[config.mk]
export PLATFORM = sky130hd
export DESIGN_NAME = spi_cmd_data_master
export DESIGN_NICKNAME = d
export VERILOG_FILES = /design/src/design/scdm_pkg.sv /design/src/design/spi_cmd_data_master.sv /design/src/design/scdm_engine.sv /design/src/design/scdm_out_buf.sv
export VERILOG_INCLUDE_DIRS = /design/src /design/src/design
export SDC_FILE = /design/constraint.sdc
export NUM_CORES = 1
export LEC_CHECK = 0
export BUFFER_PORTS_ARGS = -buffer_cell sky130_fd_sc_hd__buf_2
export CORE_ASPECT_RATIO = 1.25
export CORE_MARGIN = 2
export CORE_UTILIZATION = 57
export DETAILED_ROUTE_END_ITERATION = 10
export MAX_ROUTING_LAYER = met4
export PLACE_DENSITY = 0.89
export RECOVER_POWER = 25
export SKIP_CTS_REPAIR_TIMING = 1
export SLEW_MARGIN = 20
export SYNTH_ARGS = -nofsm -noshare
export SYNTH_HDL_FRONTEND = slang
export SYNTH_SLANG_ARGS = --single-unit
[constraint.sdc]
create_clock -name i_clk -period 3.7 [get_ports i_clk]
set_input_delay 0 -clock i_clk [delete_from_list [all_inputs] [get_ports i_clk]]
set_output_delay 0 -clock i_clk [all_outputs]
set_load 0.05 [all_outputs]
[src/design/spi_cmd_data_master_defines.svh]
// ----------------------------------------------------------------------------
// spi_cmd_data_master assertion macros
// concurrent checks, with or without a reset qualifier, compiled out for synthesis
// ----------------------------------------------------------------------------
`ifndef SPI_CMD_DATA_MASTER_DEFINES_SVH
`define SPI_CMD_DATA_MASTER_DEFINES_SVH

`ifndef SYNTHESIS
`define SCDM_ASSERT(label, clk, rst_n, prop) \
    label: assert property (@(posedge clk) disable iff (!rst_n) prop) \
        else $error("scdm assertion failed");
`define SCDM_ASSERT_ALWAYS(label, clk, prop) \
    label: assert property (@(posedge clk) prop) \
        else $error("scdm assertion failed");
`else
`define SCDM_ASSERT(label, clk, rst_n, prop)
`define SCDM_ASSERT_ALWAYS(label, clk, prop)
`endif

`endif

[src/design/scdm_pkg.sv]
// ----------------------------------------------------------------------------
// scdm_pkg
// shared constants and the result record of the spi command/data master
// ----------------------------------------------------------------------------
package scdm_pkg;

    localparam int CMD_BITS = 8;
    localparam int WORD_W   = 16;

    typedef struct packed {
        logic              sclk;
        logic              mosi;
        logic              cs_cmd_n;
        logic              cs_data_n;
        logic              busy_res;
        logic              done_res;
        logic [WORD_W-1:0] read_word;
    } t_result;

endpackage

[src/design/spi_cmd_data_master.sv]
// ----------------------------------------------------------------------------
// spi_cmd_data_master
// bit-level spi master, one tick per request, command byte then data word
// ----------------------------------------------------------------------------
//  channel   handshake                  payload
//  input     i_in_valid / o_in_ready    start_req, mode, cmd_byte, write_word, miso
//  output    o_out_valid / i_out_ready  sclk, mosi, cs_cmd_n, cs_data_n, busy,
//                                       done, read_word
//
//  one request per clock while o_in_ready is high; its result is registered in the output buffer
//  a transaction runs the command bits, a gap request, the write or read data bits, then a finish request
//  output stall: a skid slot takes one more request, then o_in_ready drops
//  synchronous active-low reset returns the engine to idle, buffers empty
// ----------------------------------------------------------------------------
module spi_cmd_data_master import scdm_pkg::*; #(
    parameter int DATA_BITS = 16
) (
    input  logic                i_clk,
    input  logic                i_rst_n,
    input  logic                i_in_valid,
    output logic                o_in_ready,
    input  logic                i_start_req,
    input  logic                i_mode,
    input  logic [CMD_BITS-1:0] i_cmd_byte,
    input  logic [WORD_W-1:0]   i_write_word,
    input  logic                i_miso,
    output logic                o_out_valid,
    input  logic                i_out_ready,
    output logic                o_sclk,
    output logic                o_mosi,
    output logic                o_cs_cmd_n,
    output logic                o_cs_data_n,
    output logic                o_busy_res,
    output logic                o_done_res,
    output logic [WORD_W-1:0]   o_read_word
);

    logic    accept;
    t_result eng_result;
    t_result out_result;

    assign accept = i_in_valid && o_in_ready;

    scdm_engine #(
        .DATA_BITS (DATA_BITS)
    ) u_engine (
        .i_clk        (i_clk),
        .i_rst_n      (i_rst_n),
        .i_accept     (accept),
        .i_start_req  (i_start_req),
        .i_mode       (i_mode),
        .i_cmd_byte   (i_cmd_byte),
        .i_write_word (i_write_word),
        .i_miso       (i_miso),
        .o_result     (eng_result)
    );

    scdm_out_buf u_out_buf (
        .i_clk      (i_clk),
        .i_rst_n    (i_rst_n),
        .i_push     (accept),
        .i_data     (eng_result),
        .o_can_push (o_in_ready),
        .o_valid    (o_out_valid),
        .i_ready    (i_out_ready),
        .o_data     (out_result)
    );

    assign o_sclk      = out_result.sclk;
    assign o_mosi      = out_result.mosi;
    assign o_cs_cmd_n  = out_result.cs_cmd_n;
    assign o_cs_data_n = out_result.cs_data_n;
    assign o_busy_res  = out_result.busy_res;
    assign o_done_res  = out_result.done_res;
    assign o_read_word = out_result.read_word;

endmodule

[src/design/scdm_engine.sv]
// ----------------------------------------------------------------------------
// scdm_engine
// per-tick bit engine: transaction state plus next-state and pin logic
// ----------------------------------------------------------------------------
`include "spi_cmd_data_master_defines.svh"

module scdm_engine import scdm_pkg::*; #(
    parameter int DATA_BITS = 16
) (
    input  logic                   i_clk,
    input  logic                   i_rst_n,
    input  logic                   i_accept,
    input  logic                   i_start_req,
    input  logic                   i_mode,
    input  logic [CMD_BITS-1:0]    i_cmd_byte,
    input  logic [WORD_W-1:0]      i_write_word,
    input  logic                   i_miso,
    output t_result                o_result
);

    localparam int CNT_W = $clog2(DATA_BITS + 1);

    typedef enum logic [2:0] {
        PH_IDLE,
        PH_CMD,
        PH_GAP,
        PH_WR,
        PH_RD,
        PH_FIN
    } t_phase;

    t_phase                r_phase,      n_phase;
    logic [CNT_W-1:0]      r_bit_count,  n_bit_count;
    logic                  r_half_tick,  n_half_tick;
    logic                  r_read_mode,  n_read_mode;
    logic [CMD_BITS-1:0]   r_cmd_shift,  n_cmd_shift;
    logic [DATA_BITS-1:0]  r_data_shift, n_data_shift;
    logic                  r_clk_level,  n_clk_level;
    logic                  r_mosi,       n_mosi;

    logic [CNT_W-1:0]             cnt_inc;
    logic [DATA_BITS+WORD_W-1:0]  wr_wide;
    logic [DATA_BITS+WORD_W-1:0]  rd_wide;
    logic [DATA_BITS-1:0]         wr_fit;

    assign cnt_inc = r_bit_count + CNT_W'(1);
    assign wr_wide = {{DATA_BITS{1'b0}}, i_write_word};
    assign wr_fit  = wr_wide[DATA_BITS-1:0];
    assign rd_wide = {{WORD_W{1'b0}}, r_data_shift};

    always_comb begin
        n_phase      = r_phase;
        n_bit_count  = r_bit_count;
        n_half_tick  = r_half_tick;
        n_read_mode  = r_read_mode;
        n_cmd_shift  = r_cmd_shift;
        n_data_shift = r_data_shift;
        n_clk_level  = r_clk_level;
        n_mosi       = r_mosi;

        o_result.cs_cmd_n  = 1'b1;
        o_result.cs_data_n = 1'b1;
        o_result.busy_res  = 1'b1;
        o_result.done_res  = 1'b0;
        o_result.read_word = '0;

        case (r_phase)
            PH_CMD: begin
                o_result.cs_cmd_n = 1'b0;
                if (!r_half_tick) begin
                    n_mosi      = r_cmd_shift[CMD_BITS-1];
                    n_cmd_shift = {r_cmd_shift[CMD_BITS-2:0], 1'b0};
                    n_clk_level = 1'b0;
                    n_half_tick = 1'b1;
                end else begin
                    n_clk_level = 1'b1;
                    n_half_tick = 1'b0;
                    n_bit_count = cnt_inc;
                    if (cnt_inc >= CNT_W'(CMD_BITS)) begin
                        n_bit_count = '0;
                        n_phase     = PH_GAP;
                    end
                end
            end
            PH_GAP: begin
                n_half_tick = 1'b0;
                n_bit_count = '0;
                if (r_read_mode) begin
                    n_data_shift = '0;
                    n_phase      = PH_RD;
                end else begin
                    n_phase = PH_WR;
                end
            end
            PH_WR: begin
                o_result.cs_data_n = 1'b0;
                if (!r_half_tick) begin
                    n_mosi       = r_data_shift[DATA_BITS-1];
                    n_data_shift = {r_data_shift[DATA_BITS-2:0], 1'b0};
                    n_clk_level  = 1'b0;
                    n_half_tick  = 1'b1;
                end else begin
                    n_clk_level = 1'b1;
                    n_half_tick = 1'b0;
                    n_bit_count = cnt_inc;
                    if (cnt_inc >= CNT_W'(DATA_BITS)) begin
                        n_phase = PH_FIN;
                    end
                end
            end
            PH_RD: begin
                o_result.cs_data_n = 1'b0;
                if (!r_half_tick) begin
                    n_data_shift = {r_data_shift[DATA_BITS-2:0], i_miso};
                    n_clk_level  = 1'b1;
                    n_half_tick  = 1'b1;
                end else begin
                    n_clk_level = 1'b0;
                    n_half_tick = 1'b0;
                    n_bit_count = cnt_inc;
                    if (cnt_inc >= CNT_W'(DATA_BITS)) begin
                        n_phase = PH_FIN;
                    end
                end
            end
            PH_FIN: begin
                o_result.done_res = 1'b1;
                if (r_read_mode) begin
                    o_result.read_word = rd_wide[WORD_W-1:0];
                end
                n_bit_count = '0;
                n_half_tick = 1'b0;
                n_phase     = PH_IDLE;
            end
            default: begin
                n_phase = PH_IDLE;
                if (i_start_req) begin
                    n_read_mode       = i_mode;
                    n_data_shift      = i_mode ? '0 : wr_fit;
                    n_bit_count       = '0;
                    n_phase           = PH_CMD;
                    o_result.cs_cmd_n = 1'b0;
                    n_mosi            = i_cmd_byte[CMD_BITS-1];
                    n_cmd_shift       = {i_cmd_byte[CMD_BITS-2:0], 1'b0};
                    n_clk_level       = 1'b0;
                    n_half_tick       = 1'b1;
                end else begin
                    o_result.busy_res = 1'b0;
                end
            end
        endcase

        o_result.sclk = n_clk_level;
        o_result.mosi = n_mosi;
    end

    always_ff @(posedge i_clk) begin
        if (!i_rst_n) begin
            r_phase      <= PH_IDLE;
            r_bit_count  <= '0;
            r_half_tick  <= 1'b0;
            r_read_mode  <= 1'b0;
            r_cmd_shift  <= '0;
            r_data_shift <= '0;
            r_clk_level  <= 1'b0;
            r_mosi       <= 1'b0;
        end else if (i_accept) begin
            r_phase      <= n_phase;
            r_bit_count  <= n_bit_count;
            r_half_tick  <= n_half_tick;
            r_read_mode  <= n_read_mode;
            r_cmd_shift  <= n_cmd_shift;
            r_data_shift <= n_data_shift;
            r_clk_level  <= n_clk_level;
            r_mosi       <= n_mosi;
        end
    end

    `SCDM_ASSERT(a_fin_to_idle, i_clk, i_rst_n,
        (i_accept && r_phase == PH_FIN) |=> (r_phase == PH_IDLE))
    `SCDM_ASSERT(a_half_in_shift, i_clk, i_rst_n,
        r_half_tick |-> (r_phase == PH_CMD || r_phase == PH_WR || r_phase == PH_RD))
    `SCDM_ASSERT(a_count_bound, i_clk, i_rst_n,
        r_bit_count <= CNT_W'(DATA_BITS))

endmodule

[src/design/scdm_out_buf.sv]
// ----------------------------------------------------------------------------
// scdm_out_buf
// two-entry result register with skid slot, keeps order under stalls
// ----------------------------------------------------------------------------
`include "spi_cmd_data_master_defines.svh"

module scdm_out_buf import scdm_pkg::*; (
    input  logic    i_clk,
    input  logic    i_rst_n,
    input  logic    i_push,
    input  t_result i_data,
    output logic    o_can_push,
    output logic    o_valid,
    input  logic    i_ready,
    output t_result o_data
);

    logic    r_main_valid;
    logic    r_skid_valid;
    t_result r_main;
    t_result r_skid;
    logic    pop;

    assign pop        = r_main_valid && i_ready;
    assign o_can_push = !r_skid_valid;
    assign o_valid    = r_main_valid;
    assign o_data     = r_main;

    always_ff @(posedge i_clk) begin
        if (!i_rst_n) begin
            r_main_valid <= 1'b0;
            r_skid_valid <= 1'b0;
        end else if (r_skid_valid) begin
            if (pop) begin
                r_main       <= r_skid;
                r_skid_valid <= 1'b0;
            end
        end else if (i_push) begin
            if (!r_main_valid || pop) begin
                r_main       <= i_data;
                r_main_valid <= 1'b1;
            end else begin
                r_skid       <= i_data;
                r_skid_valid <= 1'b1;
            end
        end else if (pop) begin
            r_main_valid <= 1'b0;
        end
    end

    `SCDM_ASSERT(a_skid_needs_main, i_clk, i_rst_n,
        r_skid_valid |-> r_main_valid)
    `SCDM_ASSERT(a_skid_held, i_clk, i_rst_n,
        (r_skid_valid && !pop) |=> (r_skid_valid && $stable(r_skid)))
    `SCDM_ASSERT(a_skid_drains, i_clk, i_rst_n,
        (r_skid_valid && pop) |=> (r_main_valid && !r_skid_valid))

endmodule
[Word-level counts from Yosys, hierarchy flattened]
Index checks and enable logic that the tools add are counted.
Storage, ports and cells
  logic and storage cells: 125
  output and inout bits: 24
  bits of input ports: 31
  memories: 0
  memory bits (writable): 0
  ROM bits: 0
  bits in registers: 82
  bits in latches: 0
Operators by class
  multiplexer cells: 49
  add/sub/neg operators: 1
  div/mod/pow operators: 0
  shift operators: 0
  bitwise operators: 5
  reduce and logical (&&, ||, !) cells: 29
  multiply operators: 0
  eq/ne operators: 15
  order comparisons: 2
Operators by type and width (count)
  16-bit two-way mux: 6
  22-bit two-way mux: 4
  16-bit one-hot mux with 4 select lines: 1
  5-bit two-way mux: 4
  1-bit two-way mux: 19
  17-bit two-way mux: 1
  8-bit two-way mux: 2
  8-bit one-hot mux with 2 select lines: 1
  4-bit AND reduction: 4
  3-bit two-way mux: 5
  5-bit one-hot mux with 3 select lines: 1
  2-bit by 1-bit != test with 1-bit output, second input constant: 6
  3-bit one-hot mux with 4 select lines: 1
  2-bit != test, second input constant: 4
  2-bit nonzero test: 4
  4-bit nonzero test: 2
  2-bit OR reduction: 4
  3-bit by 2-bit equality test with 1-bit output, second input constant: 2
  3-bit equality test, second input constant: 2
  1-bit one-hot mux with 3 select lines: 2
  3-bit AND reduction: 2
  6-bit AND reduction: 1
  3-bit OR reduction: 2
  5-bit by 1-bit adder with 5-bit output, second input constant: 1
  other kinds (13): 20

[Logic depth before layout (Yosys ltp)]
Gate-level depths: netlist (run 1).
  word-level depth: 6
  mapped depth: 7
  mapped depth without buffers: 6

[Hierarchy]
A second synthesis (run 1) with hierarchy kept.
Unflattened totals
  cell total of the unflattened synthesis: 328
  area total of the unflattened synthesis: 3838.7 sq um
Modules (own cells, without submodules)
  scdm_engine: times used 1, sequential area each 700.7 sq um, cells each 244, area each 2082.0 sq um
  scdm_out_buf: times used 1, sequential area each 1361.3 sq um, cells each 83, area each 1750.4 sq um
  spi_cmd_data_master: times used 1, sequential area each 0.0 sq um, cells each 1, area each 6.3 sq um

[Least setup slack after synthesis (run 1)]
Ideal clock, no wire load.
  path kind: register to register
  start: register u_out_buf.r_main_valid, in the netlist u_out_buf.o_valid
  end: register u_out_buf.r_skid[0] in the netlist's numbering (enable)
  path slack: 0.197 ns
  clock period less this slack: 3.503 ns
  cell stages (with the launch flop): 3
  arrival time: 3.044 ns
  library setup time: 0.459 ns
  path buffers: 0
  data required time: 3.241 ns
  cells stage by stage: dfxtp_1 inv_1 nor4_1
On the way
  longest elaborated chain between the ends: 4
  elaborated cells between the ends (all ways): 5
  classes of those cells: bitwise (1); reduce/logical (4)
RTL lines
  start, declared: line scdm_out_buf.sv:18  | logic r_main_valid;
  start signal, assigned: line scdm_out_buf.sv:31  | r_main_valid <= 1'b0;
  start signal, assigned: line scdm_out_buf.sv:41  | r_main_valid <= 1'b1;
  start signal, assigned: line scdm_out_buf.sv:47  | r_main_valid <= 1'b0;
  1-bit zero test / 1-bit logical AND (equally long branches): line scdm_out_buf.sv:39, scdm_out_buf.sv:24
  1-bit logical OR *: line scdm_out_buf.sv:39  | if (!r_main_valid || pop) begin
  1-bit NOT (no line) *
  4-bit AND reduction (no line) *
  end signal, assigned: line scdm_out_buf.sv:43  | r_skid <= i_data;
  end, declared: line scdm_out_buf.sv:21  | t_result r_skid;
Mark *: on every way between the ends. The rest lies on a longest branch, timed or not.
A chain may end at the register's enable or synchronous reset.

[Worst setup path after layout (run 1)]
  start: register u_engine.r_phase[2]
  end: register u_engine.r_phase[1]
On the way
  longest elaborated chain between the ends: 4
  elaborated cells between the ends (all ways): 12
  classes of those cells: eq/ne (9); mux (1); reduce/logical (2)
RTL lines
  start, declared: line scdm_engine.sv:32  | t_phase r_phase, n_phase;
  start signal, assigned: line scdm_engine.sv:168  | r_phase <= n_phase;
  3-bit by 2-bit equality test with 1-bit output / 3-bit equality test (equally long branches): line scdm_engine.sv:67  | case (r_phase)
  2-bit OR reduction (no line)
  2-bit by 1-bit != test with 1-bit output (no line)
  5-bit AND reduction (no line)
Several ways; a longest one is shown, not always the timed one.

==> flow_summary_export.csv, run 1 <==
group,metric,value,unit
floorplan,core,6480,µm²
timing,clock_skew,10.5,ps
global_routing,grt_max_degree,34,
floorplan,die_y,94.7,µm
global_routing,grt_pass1_wl,12000,µm
clock_network,clkSinkCount,81,
routing,vias,2756,
cells_and_area,drive_gt1_share,22.9,%
worst_setup_path,crit-reg2reg-capture,"u_engine.r_phase[1]",
timing,slew_headroom,-19.2,%
yosys,synthCells,329,
pwr,switchingPower,0.602,mW
global_routing,grt_pass1_vias,2563,
yosys,ys_seq_elements,81,
pwr,ir_drop,0.281,mV
worst_setup_path,crit_family,"compound AO/OA/AOI/OAI gates",
cells_and_area,seq_area,2060,µm²
floorplan,io_pins,55,
timing,rsz0062_at_grt,"false",
clock_network,clock_latency,360,ps
routing,post_drt_wl_per_cell,15.3,µm
yosys,synth.area.top_cells,"edfxtp_1 (35%), dfxtp_1 (20%), mux2_2 (6.0%), a211oi_2 (5.0%), nor2_1 (3.6%)",
global_routing,grt.total_usage,21.6,%
flow_run,cap_violations,1,
yosys,yosysWarnings,0,
yosys,synth_edf_count,44,
cells_and_area,multi_input_area,1560,µm²
yosys,yosys-top-cells-count,"edfxtp_1 (44), dfxtp_1 (37), nor2_1 (36)",
worst_setup_path,arrival,2860,ps
yosys,synth_flop_cell,"edfxtp_1",
timing,slew_viol_final,34,
run_status,violations,"hold timing, capacitance limit, slew limit",
yosys,synth_cell_types,53,
placed_design,dpl.hpwl,4920,µm
hold_path,holdPathStages,3,
placed_design,io_buffers,54,
timing,setup_viol,0,
yosys,synth_nets,361,
clock_network,cts_inserted_buffers,9,
run_status,outcome,"finished, violations left",
worst_setup_path,critPathKind,"register to register",
worst_setup_path,crit_chain,"nor3b_2, a21o_1, inv_2, a211oi_2, or4_1, a31oi_1",
pwr,p_leak,1.51,nW
worst_setup_path,cp_slowest_stage_delay,780,ps
global_routing,gr-total-overflow,0,
pwr,p_sw_share,29.3,%
floorplan,initial_utilization,57.9,%
routing,ant_nets,0,
cells_and_area,antenna_cells,0,
worst_setup_path,end_kind,"register",
floorplan,rows,33,
timing,fin_crit,2700,ps
yosys,yosysTopAreaCellShare,35.2,%
timing,tightest_slew,1790,ps
timing,hold_ws,-24.2,ps
timing,tns,0,ps
clock_network,htreeDepth,3,
worst_setup_path,r2r_cells,6,
worst_setup_path,r2r-start,"u_engine.r_phase[2]",
timing,fin_crit_sh,73.1,%
hold_path,hold_class,"input port to register",
yosys,ys_async_sr_fraction,0,%
worst_setup_path,crit_slowest_cell,"dfxtp_1",
cells_and_area,area_delta_synth_final,14.3,%
timing,max_freq,0.370,GHz
routing,routed_wl,7300,µm
routing,route.detailed.drc,0,
floorplan,die_width,76.6,µm
clock_network,clock_path_buffers,2,
cells_and_area,instances_no_fill,476,
pwr,combPwrFrac,16.6,%
pwr,p_int,1.45,mW
hold_path,holdCritStartpoint,"i_cmd_byte[6]",
worst_setup_path,worstPathRequired,3860,ps
yosys,syn-cell-area,3750,µm²
pwr,p_clk_share,31.9,%
global_routing,antenna_found_initial,0,
worst_setup_path,start_kind,"register",
worst_setup_path,path_max_fanout,24,
clock_network,cts_tree,"yes",
worst_setup_path,r2r_setup_slack,1000,ps
clock_network,path_clk_slew,80,ps
floorplan,fp.dieArea,7250,µm²
worst_setup_path,crit_buf_inv,1,
clock_network,cts-root-buf,"clkbuf_8",
pwr,p_seq_share,51.5,%
yosys,yosysSeqAreaShare,55.0,%
yosys,synth_area_leader_cell,"edfxtp_1",
yosys,synth.most_common_cell,"edfxtp_1",
timing,hold_viol,4,
routing,viasPerCell,5.79,
routing,drt-pass1-iter-count,4,
hold_path,hold_end,"u_engine.r_cmd_shift[7]",
yosys,synth.avg_cell_area,11.4,µm²
pwr,p_per_area,479,nW/µm²
cells_and_area,fillers,502,
placed_design,place_congestion,0.924,
placed_design,placed_cells,454,
cells_and_area,nNetsFinal,416,
routing,first_iter_violations,178,
[cell families (layout without fill, tap and decap cells)]
kind of cell | after synthesis | after routing | share of synthesized area (%)
adder cells (fa/ha/maj) | 1 | 1 | 0.334
AND/OR/NAND/NOR | 106 | 106 | 14.8
multiplexers | 28 | 28 | 8.14
flip-flops | 81 | 81 | 55.0
buffers and inverters | 29 | 89 | 3.74
XOR/XNOR | 2 | 2 | 0.467
AO/OA/AOI/OAI | 82 | 82 | 17.5
[metrics by stage]
stage | power (mW) | hold WS [ps] | util [%] | instance area, µm² | setup slack [ps]
floorplan | 1.34 | 101 | - | 3750 | 197
global placement | 1.40 | 237 | 62.7 | 4070 | 1240
detailed placement | 1.42 | 250 | 62.7 | 4070 | 1050
CTS | 2.06 | -132 | 65.8 | 4270 | 1030
global route | 2.13 | 1.50 | 66.1 | 4290 | 769
finish | 2.05 | -24.2 | 66.1 | 4290 | 996
[placed cells by master (no fill, tap or decap), types with 3 or more instances in the layout]
cell type      count
clkbuf_1          27
a22oi_1           15
a31oi_1            3
nor2b_1            6
o21ai_0           10
a211oi_1           8
nor2_1            36
a211oi_2          15
nand3_1            9
buf_4              3
dfxtp_1           37
o31ai_1            3
inv_1              5
mux2_2            20
nand3b_1           4
a21oi_1           13
edfxtp_1          44
and3_1             3
clkbuf_8           9
nand2_1           13
nand2b_1           3
dlygate4sd3_1      6
and2_1            16
buf_2             30
mux2i_1            8
[area by class of cell]
cell class                      instances  area share (%)
Inverter                                7           0.613
Tap cell                               87            2.54
Clock inverter                          7            1.78
Multi-Input combinational cell        219            36.3
Sequential cell                        81            48.1
Timing Repair Buffer                   66            7.79
Clock buffer                            9            2.89
[worst max path at each step]
| stage | slack (ps) | end | startpoint | depth (start not counted) |
|---|---|---|---|---|
| 2_1_floorplan | 200 | u_out_buf.r_skid[0] | u_out_buf.o_valid | 2 |
| 3_3_place_gp | 1240 | u_engine.r_data_shift[0] | u_engine.r_phase[2] | 6 |
| 3_5_place_dp | 1050 | u_engine.r_data_shift[0] | u_engine.r_phase[2] | 6 |
| 4_1_cts | 1030 | u_engine.r_data_shift[0] | u_engine.r_phase[2] | 6 |
| 5_1_grt | 770 | u_engine.r_phase[2] | u_engine.r_phase[2] | 6 |
| 6_report | 1000 | u_engine.r_phase[1] | u_engine.r_phase[2] | 6 |
[power by group through the flow]
stage	registers [mW]	clock network, mW	logic, mW
2_1_floorplan	1.11	0	0.232
3_3_place_gp	1.07	0	0.328
3_5_place_dp	1.08	0	0.339
4_1_cts	1.06	0.665	0.340
5_1_grt	1.07	0.694	0.374
6_report	1.06	0.655	0.340
[per-layer routing]
layer	global-route usage [%]	share of wire, %
met1	26.0	43
met2	35.0	50
met3	4.68	5.2
met4	10.3	2.4
met5	-	0
[sequential cells by signal, summed over array words and instances, names as in the netlist]
| register | count |
|---|---|
| u_engine.r_clk_level | 1 |
| u_engine.r_cmd_shift | 7 |
| u_engine.r_mosi | 1 |
| u_engine.r_bit_count | 5 |
| u_engine.r_data_shift | 16 |
| u_engine.r_half_tick | 1 |
| u_out_buf.r_skid_valid | 1 |
| u_out_buf.o_data | 22 |
| u_engine.r_read_mode | 1 |
| u_engine.r_phase | 3 |
| u_out_buf.o_valid | 1 |
| u_out_buf.r_skid | 22 |
[tightest hold or removal path: stages]
cell	delay [ps]
buf_2	90
mux2i_1	110
a211oi_1	80
No activity file was read; power rests on OpenSTA's default activity.
==> inputs of run 2 (changes only) <==
- clock period: 3.7 -> 2.7 ns (I/O delays scaled with it)
==> flow_summary_export.csv, run 2 (synthesis gave the netlist of run 1 again) <==
group,metric,value,unit
global_routing,gr-total-overflow,0,
cells_and_area,area_delta_synth_final,16.1,%
cells_and_area,nNetsFinal,421,
clock_network,cts-root-buf,"clkbuf_8",
timing,tns,0,ps
worst_setup_path,end_kind,"register",
clock_network,clock_latency,360,ps
clock_network,htreeDepth,3,
placed_design,placed_cell_area,4110,µm²
global_routing,grt_pass1_vias,2453,
global_routing,grt_pass1_wl,12100,µm
pwr,ir_drop,0.403,mV
hold_path,hold_class,"input port to register",
worst_setup_path,start_kind,"register",
timing,tightest_slew,1850,ps
global_routing,top_usage_layer,"met2",
pwr,switchingPower,0.817,mW
timing,slew_viol_final,34,
worst_setup_path,critPathKind,"register to register",
floorplan,io_pins,55,
worst_setup_path,worstPathRequired,2860,ps
pwr,combPwrFrac,16.5,%
global_routing,met1_usage,27.6,%
floorplan,die_width,76.6,µm
clock_network,clock_path_buffers,2,
pwr,p_clk_share,33.9,%
run_status,outcome,"finished, violations left",
flow_run,cap_violations,1,
timing,rsz0062_at_grt,"false",
run_status,violations,"hold timing, capacitance limit, slew limit",
global_routing,grt_use_met3,4.97,%
cells_and_area,finalInstanceArea,4350,µm²
cells_and_area,antenna_cells,0,
timing,hold_viol,4,
pwr,p_per_area,668,nW/µm²
placed_design,io_buffers,54,
placed_design,place_congestion,0.865,
pwr,p_sw_share,28.1,%
routing,routed_wl,7240,µm
cells_and_area,utilization,67.2,%
global_routing,antenna_found_initial,0,
clock_network,path_clk_slew,90,ps
routing,vias,2725,
routing,first_iter_violations,152,
pwr,power,2.91,mW
cells_and_area,drive_gt1_share,23.6,%
floorplan,die_y,94.7,µm
timing,clock_skew,10.0,ps
timing,slew_headroom,-23.1,%
placed_design,dpl.hpwl,5040,µm
timing,hold_ws,-19.8,ps
worst_setup_path,arrival,2510,ps
cells_and_area,layout_commonest_cell,"edfxtp_1",
clock_network,cts_inserted_buffers,9,
pwr,p_leak,1.54,nW
routing,ant_nets,0,
clock_network,cts_tree,"yes",
routing,post_drt_wl_per_cell,15.0,µm
global_routing,grt.total_usage,21.9,%
routing,drt-pass1-iter-count,4,
pwr,p_int,2.09,mW
global_routing,use_met2,34.0,%
floorplan,rows,33,
routing,route.detailed.drc,0,
floorplan,initial_utilization,57.9,%
floorplan,fp.dieArea,7250,µm²
pwr,p_seq_share,49.6,%
timing,max_freq,0.426,GHz
timing,fin_crit_sh,87.0,%
routing,viasPerCell,5.67,
timing,setup_viol,0,
cells_and_area,layout_common_cells,"edfxtp_1 (44), dfxtp_1 (37), nor2_1 (36)",
clock_network,clkSinkCount,81,
worst_setup_path,path_max_fanout,21,
floorplan,core,6480,µm²
timing,fin_crit,2350,ps
global_routing,grt_max_degree,34,
[run 2: power groups by stage]
stage,logic [mW],clock network (mW),registers (mW)
floorplan,0.318,0,1.52
global placement,0.466,0,1.47
detailed placement,0.478,0,1.47
CTS,0.481,1.00,1.44
global route,0.529,1.04,1.46
finish,0.479,0.987,1.44
[run 2: final cells by class]
class | instances | area [µm²]
clock buffers | 9 | 124
clock inverters | 7 | 101
fillers | 521 | 2130
inverters | 7 | 26.3
multi-input cells | 219 | 1560
flip-flops and latches | 81 | 2060
well taps | 87 | 109
repair buffers | 71 | 368
[run 2: metrics by stage]
stage	instances	hold slack, ps	setup WS (ps)
floorplan	329	101	83.8
global placement	459	258	584
detailed placement	459	270	568
CTS	475	-108	544
global route	481	7.96	203
finish	481	-19.8	352
[run 2: worst paths after layout]
check / startpoint / to / slack (ps) / cells past startpoint
worst max-delay path: u_engine.r_phase[1] / u_engine.r_data_shift[4] / 350 / 7
worst min-delay path: i_cmd_byte[2] / u_engine.r_cmd_shift[3] / -20 / 3
worst max register to register: u_engine.r_phase[1] / u_engine.r_data_shift[4] / 350 / 7
worst min register to register: u_engine.r_bit_count[4] / u_engine.r_bit_count[4] / 480 / 2
[run 2: critical path: stages, from the launching register on]
cell	delay [ps]
dfxtp_1	610
clkbuf_1	360
or4b_1	500
o31ai_1	150
a211oi_4	70
buf_4	240
nor2_1	160
a211oi_2	60
[run 2: layer usage]
layer  vias to the layer above  share of wire (%)
li1                       1349                  -
met2                        80                 48
met4                         0                2.5
met3                        16                5.7
met5                         -                  0
met1                      1280                 43
==> inputs of run 3 (changes only) <==
- clock period: 2.7 -> 2.2 ns (I/O delays scaled with it)
==> flow_summary_export.csv, run 3 (synthesis gave the netlist of run 1 again) <==
group,metric,value,unit
run_status,outcome,"finished, violations left",
run_status,violations,"hold timing",
placed_design,io_buffers,54,
cells_and_area,layout_commonest_cell,"edfxtp_1",
clock_network,cts_inserted_buffers,9,
floorplan,fp.dieArea,7250,µm²
pwr,ir_drop,0.446,mV
global_routing,gr-total-overflow,0,
global_routing,grt_pass1_vias,2593,
clock_network,path_clk_slew,90,ps
timing,tns,0,ps
placed_design,placed_cells,460,
timing,setup_viol,0,
hold_path,holdCritStartpoint,"i_cmd_byte[3]",
timing,tightest_slew,935,ps
pwr,p_leak,1.57,nW
timing,hold_viol,1,
worst_setup_path,start_kind,"register",
timing,hold_ws,-12.1,ps
global_routing,grt_pass1_wl,12300,µm
placed_design,placed_cell_area,4140,µm²
worst_setup_path,r2r_cells,4,
worst_setup_path,worstPathRequired,2480,ps
timing,rsz0062_at_grt,"false",
cells_and_area,fillers,484,
cells_and_area,layout_common_cells,"edfxtp_1 (44), dfxtp_1 (36), nor2_1 (35)",
cells_and_area,antenna_cells,0,
pwr,switchingPower,1.03,mW
flow_run,cap_violations,0,
worst_setup_path,path_max_fanout,15,
worst_setup_path,crit_chain,"nor3b_2, nor3_2, a22oi_1, a211oi_2",
timing,setup_ws,134,ps
clock_network,cts_tree,"yes",
pwr,p_sw_share,28.5,%
routing,first_iter_violations,212,
pwr,p_per_area,823,nW/µm²
pwr,p_clk_share,34.3,%
worst_setup_path,crit_family,"simple AND/OR/NAND/NOR gates",
cells_and_area,nNetsFinal,422,
clock_network,htreeDepth,3,
timing,fin_crit,2070,ps
pwr,p_int,2.59,mW
timing,max_freq,0.484,GHz
floorplan,die_y,94.7,µm
floorplan,initial_utilization,57.9,%
routing,viasPerCell,5.72,
clock_network,clock_latency,350,ps
floorplan,die_width,76.6,µm
floorplan,rows,33,
global_routing,antenna_found_initial,0,
routing,route.detailed.drc,0,
hold_path,hold_end,"u_engine.r_cmd_shift[4]",
routing,routed_wl,7520,µm
pwr,power,3.62,mW
worst_setup_path,arrival,2340,ps
worst_setup_path,critPathKind,"register to register",
worst_setup_path,crit-reg2reg-capture,"u_engine.r_data_shift[8]",
pwr,p_seq_share,49.0,%
routing,post_drt_wl_per_cell,15.6,µm
worst_setup_path,cp-startpoint,"u_engine.r_phase[0]",
hold_path,hold_class,"input port to register",
worst_setup_path,crit_buf_inv,0,
cells_and_area,finalInstanceArea,4400,µm²
placed_design,place_congestion,0.879,
cells_and_area,instances_no_fill,482,
routing,drt-pass1-iter-count,4,
clock_network,clkSinkCount,81,
timing,fin_crit_sh,93.9,%
timing,slew_headroom,37.4,%
worst_setup_path,cp.depth,4,
floorplan,io_pins,55,
worst_setup_path,crit_slowest_cell,"nor3_2",
timing,clock_skew,9.92,ps
global_routing,grt.total_usage,22.3,%
pwr,combPwrFrac,16.7,%
worst_setup_path,end_kind,"register",
worst_setup_path,r2r_setup_slack,130,ps
cells_and_area,drive_gt1_share,25.6,%
placed_design,place_ws,211,ps
worst_setup_path,cp_slowest_stage_delay,730,ps
placed_design,dpl.hpwl,5110,µm
routing,vias,2757,
hold_path,holdPathStages,3,
timing,slew_viol_final,0,
clock_network,clock_path_buffers,2,
floorplan,core,6480,µm²
worst_setup_path,r2r-start,"u_engine.r_phase[0]",
cells_and_area,utilization,67.9,%
cells_and_area,area_delta_synth_final,17.3,%
global_routing,grt_max_degree,34,
clock_network,cts-root-buf,"clkbuf_8",
routing,ant_nets,0,
[run 3: final cells by class]
type                            instances  area (µm²)  area share, %
Inverter                                7        26.3          0.597
Clock buffer                            9         124           2.81
Clock inverter                          7         108           2.45
Tap cell                               87         109           2.47
Timing Repair Buffer                   72         397           9.01
Sequential cell                        81        2060           46.9
Multi-Input combinational cell        219        1570           35.8
[run 3: metal layers]
layer	up-vias	wire length (µm)	part of all wire [%]	track usage, %
li1	1350	-	-	-
met4	0	167	2.2	9.24
met1	1276	3140	42	27.3
met5	-	0	0	-
met3	14	468	6.2	4.97
met2	117	3740	50	36.1
[run 3: worst max-delay path by stage]
| stage | end | slack [ps] |
|---|---|---|
| floorplan | u_out_buf.o_data[0] | 30 |
| global placement | u_engine.r_phase[1] | 280 |
| detailed placement | u_engine.r_data_shift[10] | 210 |
| CTS | u_engine.r_data_shift[13] | 180 |
| global route | u_engine.r_data_shift[8] | 10 |
| finish | u_engine.r_data_shift[8] | 130 |
[run 3: worst min-delay path: stages]
cell and delay [ps]:
buf_2 90, mux2i_1 110, a211oi_1 80
[run 3: power groups by stage]
stage	Combinational (mW)	Clock [mW]	Sequential (mW)
floorplan	0.392	0	1.86
global placement	0.581	0	1.80
detailed placement	0.597	0	1.80
CTS	0.602	1.26	1.77
global route	0.662	1.33	1.79
finish	0.606	1.24	1.77
